==> src/hdl/shamh_pkg.sv <==
// shared types, commands and constants of the sha-256 message hasher
package shamh_pkg;

	typedef enum logic [2:0] {
		ST_IDLE,
		ST_PAD,
		ST_COMP,
		ST_FINAL,
		ST_EMIT
	} state_t;

	typedef enum logic [2:0] {
		SEL_DATA,
		SEL_SHORT,
		SEL_PAD,
		SEL_ZERO,
		SEL_LEN_HI,
		SEL_LEN_LO
	} word_sel_t;

	typedef struct packed {
		logic      push;
		word_sel_t sel;
		logic      add_len;
		logic      round_en;
		logic [5:0] round;
		logic      chain_add;
		logic      emit;
	} cmd_t;

	typedef struct packed {
		logic idx_14;
		logic idx_15;
	} status_t;

	localparam logic [31:0] PAD_WORD = 32'h8000_0000;
	localparam logic [7:0]  PAD_BYTE = 8'h80;

	localparam logic [31:0] INIT_H [8] = '{
		32'h6a09e667, 32'hbb67ae85, 32'h3c6ef372, 32'ha54ff53a,
		32'h510e527f, 32'h9b05688c, 32'h1f83d9ab, 32'h5be0cd19
	};

	localparam logic [31:0] ROUND_K [64] = '{
		32'h428a2f98, 32'h71374491, 32'hb5c0fbcf, 32'he9b5dba5,
		32'h3956c25b, 32'h59f111f1, 32'h923f82a4, 32'hab1c5ed5,
		32'hd807aa98, 32'h12835b01, 32'h243185be, 32'h550c7dc3,
		32'h72be5d74, 32'h80deb1fe, 32'h9bdc06a7, 32'hc19bf174,
		32'he49b69c1, 32'hefbe4786, 32'h0fc19dc6, 32'h240ca1cc,
		32'h2de92c6f, 32'h4a7484aa, 32'h5cb0a9dc, 32'h76f988da,
		32'h983e5152, 32'ha831c66d, 32'hb00327c8, 32'hbf597fc7,
		32'hc6e00bf3, 32'hd5a79147, 32'h06ca6351, 32'h14292967,
		32'h27b70a85, 32'h2e1b2138, 32'h4d2c6dfc, 32'h53380d13,
		32'h650a7354, 32'h766a0abb, 32'h81c2c92e, 32'h92722c85,
		32'ha2bfe8a1, 32'ha81a664b, 32'hc24b8b70, 32'hc76c51a3,
		32'hd192e819, 32'hd6990624, 32'hf40e3585, 32'h106aa070,
		32'h19a4c116, 32'h1e376c08, 32'h2748774c, 32'h34b0bcb5,
		32'h391c0cb3, 32'h4ed8aa4a, 32'h5b9cca4f, 32'h682e6ff3,
		32'h748f82ee, 32'h78a5636f, 32'h84c87814, 32'h8cc70208,
		32'h90befffa, 32'ha4506ceb, 32'hbef9a3f7, 32'hc67178f2
	};

endpackage

==> src/hdl/shamh_ctrl.sv <==
// controller state machine: word intake, padding sequence, rounds, digest hand-off
module shamh_ctrl (
	input  logic              clk,
	input  logic              arst_n,
	input  logic              in_valid,
	output logic              in_ready,
	input  logic [2:0]        byte_count,
	input  logic              last_word,
	output logic              out_valid,
	input  logic              out_ready,
	input  shamh_pkg::status_t status,
	output shamh_pkg::cmd_t    cmd
);

	shamh_pkg::state_t state_q, state_d;
	logic [5:0] round_q, round_d;
	logic       msg_end_q, msg_end_d;
	logic       pad_pend_q, pad_pend_d;
	logic       len_hi_q, len_hi_d;
	logic       done_q, done_d;
	logic       out_valid_q, out_valid_d;

	always_ff @(posedge clk or negedge arst_n) begin
		if (!arst_n) begin
			state_q     <= shamh_pkg::ST_IDLE;
			round_q     <= '0;
			msg_end_q   <= 1'b0;
			pad_pend_q  <= 1'b0;
			len_hi_q    <= 1'b0;
			done_q      <= 1'b0;
			out_valid_q <= 1'b0;
		end else begin
			state_q     <= state_d;
			round_q     <= round_d;
			msg_end_q   <= msg_end_d;
			pad_pend_q  <= pad_pend_d;
			len_hi_q    <= len_hi_d;
			done_q      <= done_d;
			out_valid_q <= out_valid_d;
		end
	end

	always_comb begin
		state_d    = state_q;
		round_d    = round_q;
		msg_end_d  = msg_end_q;
		pad_pend_d = pad_pend_q;
		len_hi_d   = len_hi_q;
		done_d     = done_q;
		in_ready   = 1'b0;
		cmd        = '0;
		cmd.sel    = shamh_pkg::SEL_ZERO;
		cmd.round  = round_q;
		case (state_q)
			shamh_pkg::ST_IDLE: begin
				in_ready = 1'b1;
				if (in_valid) begin
					cmd.push    = 1'b1;
					cmd.add_len = 1'b1;
					if (!last_word) begin
						cmd.sel = shamh_pkg::SEL_DATA;
						if (status.idx_15)
							state_d = shamh_pkg::ST_COMP;
					end else begin
						msg_end_d = 1'b1;
						// a full last word goes in as is, the pad word follows
						if (byte_count > 3'd3) begin
							cmd.sel    = shamh_pkg::SEL_DATA;
							pad_pend_d = 1'b1;
						end else begin
							cmd.sel = shamh_pkg::SEL_SHORT;
						end
						state_d = status.idx_15 ? shamh_pkg::ST_COMP : shamh_pkg::ST_PAD;
					end
				end
			end
			shamh_pkg::ST_PAD: begin
				cmd.push = 1'b1;
				if (pad_pend_q) begin
					cmd.sel    = shamh_pkg::SEL_PAD;
					pad_pend_d = 1'b0;
				end else if (len_hi_q && status.idx_15) begin
					cmd.sel = shamh_pkg::SEL_LEN_LO;
					done_d  = 1'b1;
				end else if (status.idx_14) begin
					cmd.sel  = shamh_pkg::SEL_LEN_HI;
					len_hi_d = 1'b1;
				end else begin
					cmd.sel = shamh_pkg::SEL_ZERO;
				end
				if (status.idx_15)
					state_d = shamh_pkg::ST_COMP;
			end
			shamh_pkg::ST_COMP: begin
				cmd.round_en = 1'b1;
				round_d = round_q + 6'd1;
				if (round_q == 6'd63)
					state_d = shamh_pkg::ST_FINAL;
			end
			shamh_pkg::ST_FINAL: begin
				cmd.chain_add = 1'b1;
				if (done_q)
					state_d = shamh_pkg::ST_EMIT;
				else if (msg_end_q)
					state_d = shamh_pkg::ST_PAD;
				else
					state_d = shamh_pkg::ST_IDLE;
			end
			shamh_pkg::ST_EMIT: begin
				// wait for the output register to be free
				if (!out_valid_q || out_ready) begin
					cmd.emit   = 1'b1;
					msg_end_d  = 1'b0;
					pad_pend_d = 1'b0;
					len_hi_d   = 1'b0;
					done_d     = 1'b0;
					state_d    = shamh_pkg::ST_IDLE;
				end
			end
			default: begin
				state_d = shamh_pkg::ST_IDLE;
			end
		endcase
	end

	always_comb begin
		if (cmd.emit)
			out_valid_d = 1'b1;
		else if (out_ready)
			out_valid_d = 1'b0;
		else
			out_valid_d = out_valid_q;
	end

	assign out_valid = out_valid_q;

endmodule

==> src/hdl/shamh_dp.sv <==
// datapath: schedule window, round variables, chain words, length and digest register
module shamh_dp (
	input  logic              clk,
	input  logic              arst_n,
	input  logic [31:0]       data_word,
	input  logic [2:0]        byte_count,
	input  logic              last_word,
	input  shamh_pkg::cmd_t    cmd,
	output shamh_pkg::status_t status,
	output logic [31:0]       digest [8]
);

	logic [3:0]  word_idx_q;
	logic [60:0] len_q;
	logic [31:0] chain_q [8];
	logic [31:0] sched_q [16];
	logic [31:0] var_q [8];
	logic [31:0] digest_q [8];

	logic [31:0] push_word;
	logic [31:0] short_word;
	logic [60:0] len_inc;
	logic [31:0] big0, big1, choose, major, t1, t2;
	logic [31:0] sig0, sig1, sched_new;

	function automatic logic [31:0] rotr(input logic [31:0] x, input int unsigned n);
		rotr = (x >> n) | (x << (32 - n));
	endfunction

	// last word with fewer than four bytes: keep leading bytes, then the pad byte
	always_comb begin
		case (byte_count)
			3'd1:    short_word = {data_word[31:24], shamh_pkg::PAD_BYTE, 16'h0000};
			3'd2:    short_word = {data_word[31:16], shamh_pkg::PAD_BYTE, 8'h00};
			3'd3:    short_word = {data_word[31:8], shamh_pkg::PAD_BYTE};
			default: short_word = shamh_pkg::PAD_WORD;
		endcase
	end

	always_comb begin
		case (cmd.sel)
			shamh_pkg::SEL_DATA:   push_word = data_word;
			shamh_pkg::SEL_SHORT:  push_word = short_word;
			shamh_pkg::SEL_PAD:    push_word = shamh_pkg::PAD_WORD;
			shamh_pkg::SEL_LEN_HI: push_word = len_q[60:29];
			shamh_pkg::SEL_LEN_LO: push_word = {len_q[28:0], 3'b000};
			default:               push_word = '0;
		endcase
	end

	always_comb begin
		if (last_word && !byte_count[2])
			len_inc = {58'd0, byte_count};
		else
			len_inc = 61'd4;
	end

	// one round of compression and the next schedule word
	always_comb begin
		big1   = rotr(var_q[4], 6) ^ rotr(var_q[4], 11) ^ rotr(var_q[4], 25);
		choose = (var_q[4] & var_q[5]) ^ (~var_q[4] & var_q[6]);
		t1     = var_q[7] + big1 + choose + shamh_pkg::ROUND_K[cmd.round] + sched_q[0];
		big0   = rotr(var_q[0], 2) ^ rotr(var_q[0], 13) ^ rotr(var_q[0], 22);
		major  = (var_q[0] & var_q[1]) ^ (var_q[0] & var_q[2]) ^ (var_q[1] & var_q[2]);
		t2     = big0 + major;
		sig0   = rotr(sched_q[1], 7) ^ rotr(sched_q[1], 18) ^ (sched_q[1] >> 3);
		sig1   = rotr(sched_q[14], 17) ^ rotr(sched_q[14], 19) ^ (sched_q[14] >> 10);
		sched_new = sched_q[0] + sig0 + sched_q[9] + sig1;
	end

	always_ff @(posedge clk or negedge arst_n) begin
		if (!arst_n) begin
			word_idx_q <= '0;
			len_q      <= '0;
			for (int i = 0; i < 8; i++)
				chain_q[i] <= shamh_pkg::INIT_H[i];
		end else begin
			if (cmd.push)
				word_idx_q <= word_idx_q + 4'd1;
			if (cmd.emit) begin
				len_q <= '0;
			end else if (cmd.add_len) begin
				len_q <= len_q + len_inc;
			end
			if (cmd.emit) begin
				for (int i = 0; i < 8; i++)
					chain_q[i] <= shamh_pkg::INIT_H[i];
			end else if (cmd.chain_add) begin
				for (int i = 0; i < 8; i++)
					chain_q[i] <= chain_q[i] + var_q[i];
			end
		end
	end

	always_ff @(posedge clk) begin
		if (cmd.push) begin
			for (int i = 0; i < 15; i++)
				sched_q[i] <= sched_q[i + 1];
			sched_q[15] <= push_word;
			// sixteenth word: start a block from the chain
			if (word_idx_q == 4'd15) begin
				for (int i = 0; i < 8; i++)
					var_q[i] <= chain_q[i];
			end
		end else if (cmd.round_en) begin
			for (int i = 0; i < 15; i++)
				sched_q[i] <= sched_q[i + 1];
			sched_q[15] <= sched_new;
			var_q[7] <= var_q[6];
			var_q[6] <= var_q[5];
			var_q[5] <= var_q[4];
			var_q[4] <= var_q[3] + t1;
			var_q[3] <= var_q[2];
			var_q[2] <= var_q[1];
			var_q[1] <= var_q[0];
			var_q[0] <= t1 + t2;
		end
		if (cmd.emit) begin
			for (int i = 0; i < 8; i++)
				digest_q[i] <= chain_q[i];
		end
	end

	assign status.idx_14 = (word_idx_q == 4'd14);
	assign status.idx_15 = (word_idx_q == 4'd15);
	assign digest = digest_q;

endmodule

==> src/hdl/sha256_message_hasher_top.sv <==
// top level of the streaming sha-256 message hasher
// a word that does not fill a block is taken while the hasher is idle; the sixteenth word
// of a block starts the compression rounds of that block, followed by a chain add
// after the last word, padding pushes one fill word per cycle and compresses each full block,
// then loads the digest register once the output register is free
// asynchronous reset restores the initial hash words and clears length and index
module sha256_message_hasher_top (
	input  logic        clk,
	input  logic        arst_n,
	input  logic        in_valid,
	output logic        in_ready,
	input  logic [31:0] data_word,
	input  logic [2:0]  byte_count,
	input  logic        last_word,
	output logic        out_valid,
	input  logic        out_ready,
	output logic [31:0] digest_word_0,
	output logic [31:0] digest_word_1,
	output logic [31:0] digest_word_2,
	output logic [31:0] digest_word_3,
	output logic [31:0] digest_word_4,
	output logic [31:0] digest_word_5,
	output logic [31:0] digest_word_6,
	output logic [31:0] digest_word_7
);

	shamh_pkg::cmd_t    cmd;
	shamh_pkg::status_t status;
	logic [31:0]        digest [8];

	shamh_ctrl u_ctrl (
		.clk        (clk),
		.arst_n     (arst_n),
		.in_valid   (in_valid),
		.in_ready   (in_ready),
		.byte_count (byte_count),
		.last_word  (last_word),
		.out_valid  (out_valid),
		.out_ready  (out_ready),
		.status     (status),
		.cmd        (cmd)
	);

	shamh_dp u_dp (
		.clk        (clk),
		.arst_n     (arst_n),
		.data_word  (data_word),
		.byte_count (byte_count),
		.last_word  (last_word),
		.cmd        (cmd),
		.status     (status),
		.digest     (digest)
	);

	assign digest_word_0 = digest[0];
	assign digest_word_1 = digest[1];
	assign digest_word_2 = digest[2];
	assign digest_word_3 = digest[3];
	assign digest_word_4 = digest[4];
	assign digest_word_5 = digest[5];
	assign digest_word_6 = digest[6];
	assign digest_word_7 = digest[7];

endmodule

==> config.mk <==
export PLATFORM = sky130hd
export DESIGN_NAME = sha256_message_hasher_top
export DESIGN_NICKNAME = d
export VERILOG_FILES = /design/src/hdl/shamh_pkg.sv /design/src/hdl/shamh_ctrl.sv /design/src/hdl/shamh_dp.sv /design/src/hdl/sha256_message_hasher_top.sv
export SDC_FILE = /design/constraint.sdc
export NUM_CORES = 2
export LEC_CHECK = 0
export ABC_CLOCK_PERIOD_IN_PS = 13630
export BUFFER_PORTS_ARGS = -buffer_cell sky130_fd_sc_hd__buf_2
export CAP_MARGIN = 20
export CORE_ASPECT_RATIO = 1.1
export CORE_MARGIN = 5
export CORE_UTILIZATION = 25
export CTS_BUF_LIST = sky130_fd_sc_hd__clkbuf_4
export DETAILED_ROUTE_END_ITERATION = 10
export PLACE_DENSITY = 0.42
export SLEW_MARGIN = 5
export SYNTH_ARGS = -nofsm -noshare
export SYNTH_HDL_FRONTEND = slang
export SYNTH_SLANG_ARGS = --single-unit
==> constraint.sdc <==
create_clock -name clk -period 13.63 [get_ports clk]
set_input_delay 1.363 -clock clk [delete_from_list [all_inputs] [get_ports clk]]
set_output_delay 1.363 -clock clk [all_outputs]
set_load 0.05 [all_outputs]
==> metrics.md <==
| Metric | Value |
|---|---|
| Worst Setup End Kind | `flop` |
| Kind of start point of the critical path | `flop` |
| DR vias | `between 50000 and 60000` |
| Worst slack at placement | `~3.3 ns` |
| Mapped Nets | `7647` |
| Congestion Overflow GR | `0` |
| Layout area overhead | `15.2%` |
| Setup CP Type | `flop to flop` |
| Root Buffer | `clkbuf_4` |
| Routability cong. | `0.885` |
| Min Tclk post-route | `~10 ns` |
| FMAX | `95.8 MHz` |
| Syn Area/Cell | `between 10 and 15 µm²` |
| Worst Tran Pin Value | `approximately 1.2 ns` |
| CTS tree | `done` |
| Die Area | `316000 µm²` |
| Top-count cell post-synth | `edfxtp_1` |
| Synth area leader | `edfxtp_1` |
| CTS Buffer Depth | `4` |
| Max-Cap Viols | `0` |
| Yosys top cell area share | `0.403` |
| Syn Inst Count | `about 7000` |
| Core Box Area | `303000 µm²` |
| Synthesis Warnings | `0` |
| FILL cells | `31900` |
| FP Rows | `roughly 210` |
| Die Wd | `approximately 540 µm` |
| HP Class | `flop to flop` |
| Total Wirelength | `around 280000 µm` |
| IO Count | `between 200 and 300` |
| # DRC | `0` |
| Gr usage total | `0.174` |
| Pre-Repair DR Iteration Count | `5` |
| Number of synthesized flops with an enable pin | `between 1000 and 1500` |
| Required time worst endpoint | `approximately 15 ns` |
| Prevailing post-synth register cell | `edfxtp_1` |
| Nets | `8123` |
| Initial Util | `0.251` |
| Clock skew | `about 0.16 ns` |
| Critical path's most frequent cell | `inv_1` |
| Register bit total from synthesis | `approximately 1400` |
| Distinct cells, synth | `just over 90` |
| DRT iter0 DRCs | `just over 4000` |
| Vias per cell | `4.72` |
| IO Port Bufs | `297` |
| Data arrival, critical path | `~12 ns` |
| Skew-Pair Late Insertion Delay | `roughly 1.4 ns` |
| Largest stage delay, worst path | `between 0.8 and 0.9 ns` |
| Number of post-CTS setup repair buffers | `0` |
| DPL Wire Length | `around 210000 µm` |
| Synth cell count leaders | `edfxtp_1 (1024), nand2_1 (1012), o21ai_0 (480)` |
| Final WS setup | `approximately 3.2 ns` |
| Wire per inst | `about 24 µm` |
| # setup viols final | `0` |
| Area contributors post-synth | `edfxtp_1 (40%), dfrtp_1 (6.5%), ha_1 (6.5%)` |
| First-pass GRT wire length | `407000 µm` |
| Antenna-violating nets left | `0` |
| RSZ-0062 raised after global routing | `no` |
| Ys async rst share | `0.247` |
| Pin count of the biggest net entering global routing | `between 150 and 200` |
| Share of cells above drive strength 1 | `0.157` |
| WHS | `0.350 ns` |
| HP Start | `u_dp.sched_q[0][71]` |
| Post-DP Area | `between 80000 and 90000 µm²` |
| CTS H-tree depth | `5` |
| Final cycle utilization of the critical path | `0.766` |
| Clk sinks | `~1400` |
| Max stage delay cell, worst path | `ha_1` |
| Critical path launch point | `u_ctrl.round_q[1]` |
| Reg2reg start | `u_ctrl.round_q[1]` |
| Seq/Total Area, Yosys | `0.516` |
| Initial antenna violation count | `14` |
| Vias in the first global route | `around 57000` |
| Slew Limit Fails | `0` |
| Chip height | `589 µm` |
| Num CTS Buffers | `just under 400` |
| Relative slew slack | `0.179` |
| Outcome | `completed` |
| Crit-path max FO | `20` |
| Clock slew at reported path FFs | `roughly 0.070 ns` |
| Setup TNS | `0 ns` |
| Hold Violations, Final | `0` |
| Storage cell area | `between 30000 and 40000 µm²` |
| Post-Syn Area | `approximately 76000 µm²` |
| Multi-input gate area | `34300 µm²` |
| Finished layout cell area | `around 90000 µm²` |
through the flow:
| stage | utilization | std cells |
|---|---|---|
| floorplan | - | 7016 |
| global placement | 0.272 | 11200 |
| detailed placement | 0.272 | 11200 |
| CTS | 0.289 | 11900 |
| global route | 0.289 | 11900 |
| finish | 0.289 | 11900 |
area by class of cell:
type	count	area share
repair buffers	364	0.0245
multi-input cells	4922	0.390
well taps	4066	0.0579
inverters	455	0.0195
clock inverters	100	0.00734
clock buffers	614	0.0525
flip-flops and latches	1359	0.448
diodes	9	0.000257
cells by family after synthesis:
| logic type | count (synthesis) | synth area share |
|---|---|---|
| flops | 1359 | 0.516 |
| buf+inv | 735 | 0.0362 |
| mux | 82 | 0.0126 |
| compound gates | 1654 | 0.135 |
| fa+ha+maj | 595 | 0.117 |
| xor+xnor | 602 | 0.0693 |
| simple gates | 1989 | 0.114 |
cell usage in the layout, fill, tap and decap left out, types with 14 or more instances in the layout:
master,synthesis,layout
xnor2_1,337,337
a21o_1,179,179
and2_1,17,17
a31oi_1,64,64
nor4_1,17,16
clkbuf_4,0,614
a211oi_1,56,56
dfstp_2,136,136
a21boi_0,16,16
nand3_1,154,153
a311oi_1,17,17
nand2b_1,84,84
xor2_1,264,264
or3_1,39,38
nor2_1,387,385
buf_4,0,55
a211o_1,14,14
mux2_2,22,22
inv_1,450,449
mux2i_1,51,51
nand4_1,26,26
o21ai_0,480,480
o211ai_1,37,37
edfxtp_1,1024,1024
fa_1,196,196
o21bai_1,39,39
ha_1,395,395
clkinv_1,3,68
nand2_1,1012,1008
and3_1,45,45
dfrtp_1,199,197
buf_2,3,296
nor2b_1,50,50
nor3_1,103,102
o221ai_1,24,24
a21oi_1,446,446
o31ai_1,42,42
o21a_1,80,80
per-layer routing:
layer | track usage | wire (µm) | vias up
met1 | 0.227 | 125000 | 28100
met3 | 0.0238 | 11600 | 430
met4 | 0.0630 | 10300 | 10
li1 | - | - | 26100
met2 | 0.296 | 138000 | 1506
met5 | 0 | 67 | -
worst max-delay path, delay by kind of cell, from the launching register on:
kind,cells,cell delay [ns]
fa+ha+maj,7,3.48
compound gates,12,2.98
simple gates,5,1.17
flops,1,0.79
buf+inv,5,0.65
xor+xnor,2,0.62
mux,1,0.58
sequential cells by signal, indices dropped and copies added, names as in the netlist:
signal and flops:
u_ctrl.done_q 1, u_ctrl.len_hi_q 1, u_ctrl.msg_end_q 1, u_ctrl.out_valid 1, u_ctrl.pad_pend_q 1, u_ctrl.round_q 6
u_ctrl.state_q 3, u_dp.chain_q 256, u_dp.digest 256, u_dp.len_q 61, u_dp.sched_q 512, u_dp.var_q 256
u_dp.word_idx_q 4
what timing repair did:
item | in CTS | in global routing
gates resized for setup | 0 | 0
hold buffers | 1 | 0
hold endpoints to repair | 26 | 0
worst paths after layout:
check / endpoint / slack (ns) / cells past startpoint
hold / removal: u_dp.sched_q[0][39] / 0.35 / 0
max in group asynchronous: u_dp.chain_q[246] / 11.58 / 3
hold reg to reg: u_dp.sched_q[0][39] / 0.35 / 0
setup / recovery: u_dp.var_q[0][31] / 3.19 / 32
min in group asynchronous: u_dp.chain_q[106] / 0.61 / 2
setup reg to reg: u_dp.var_q[0][31] / 3.19 / 32
Power is left out: the tool's default activity adds up to more than one toggle a clock period on the data nets, which glitch-free logic cannot reach.
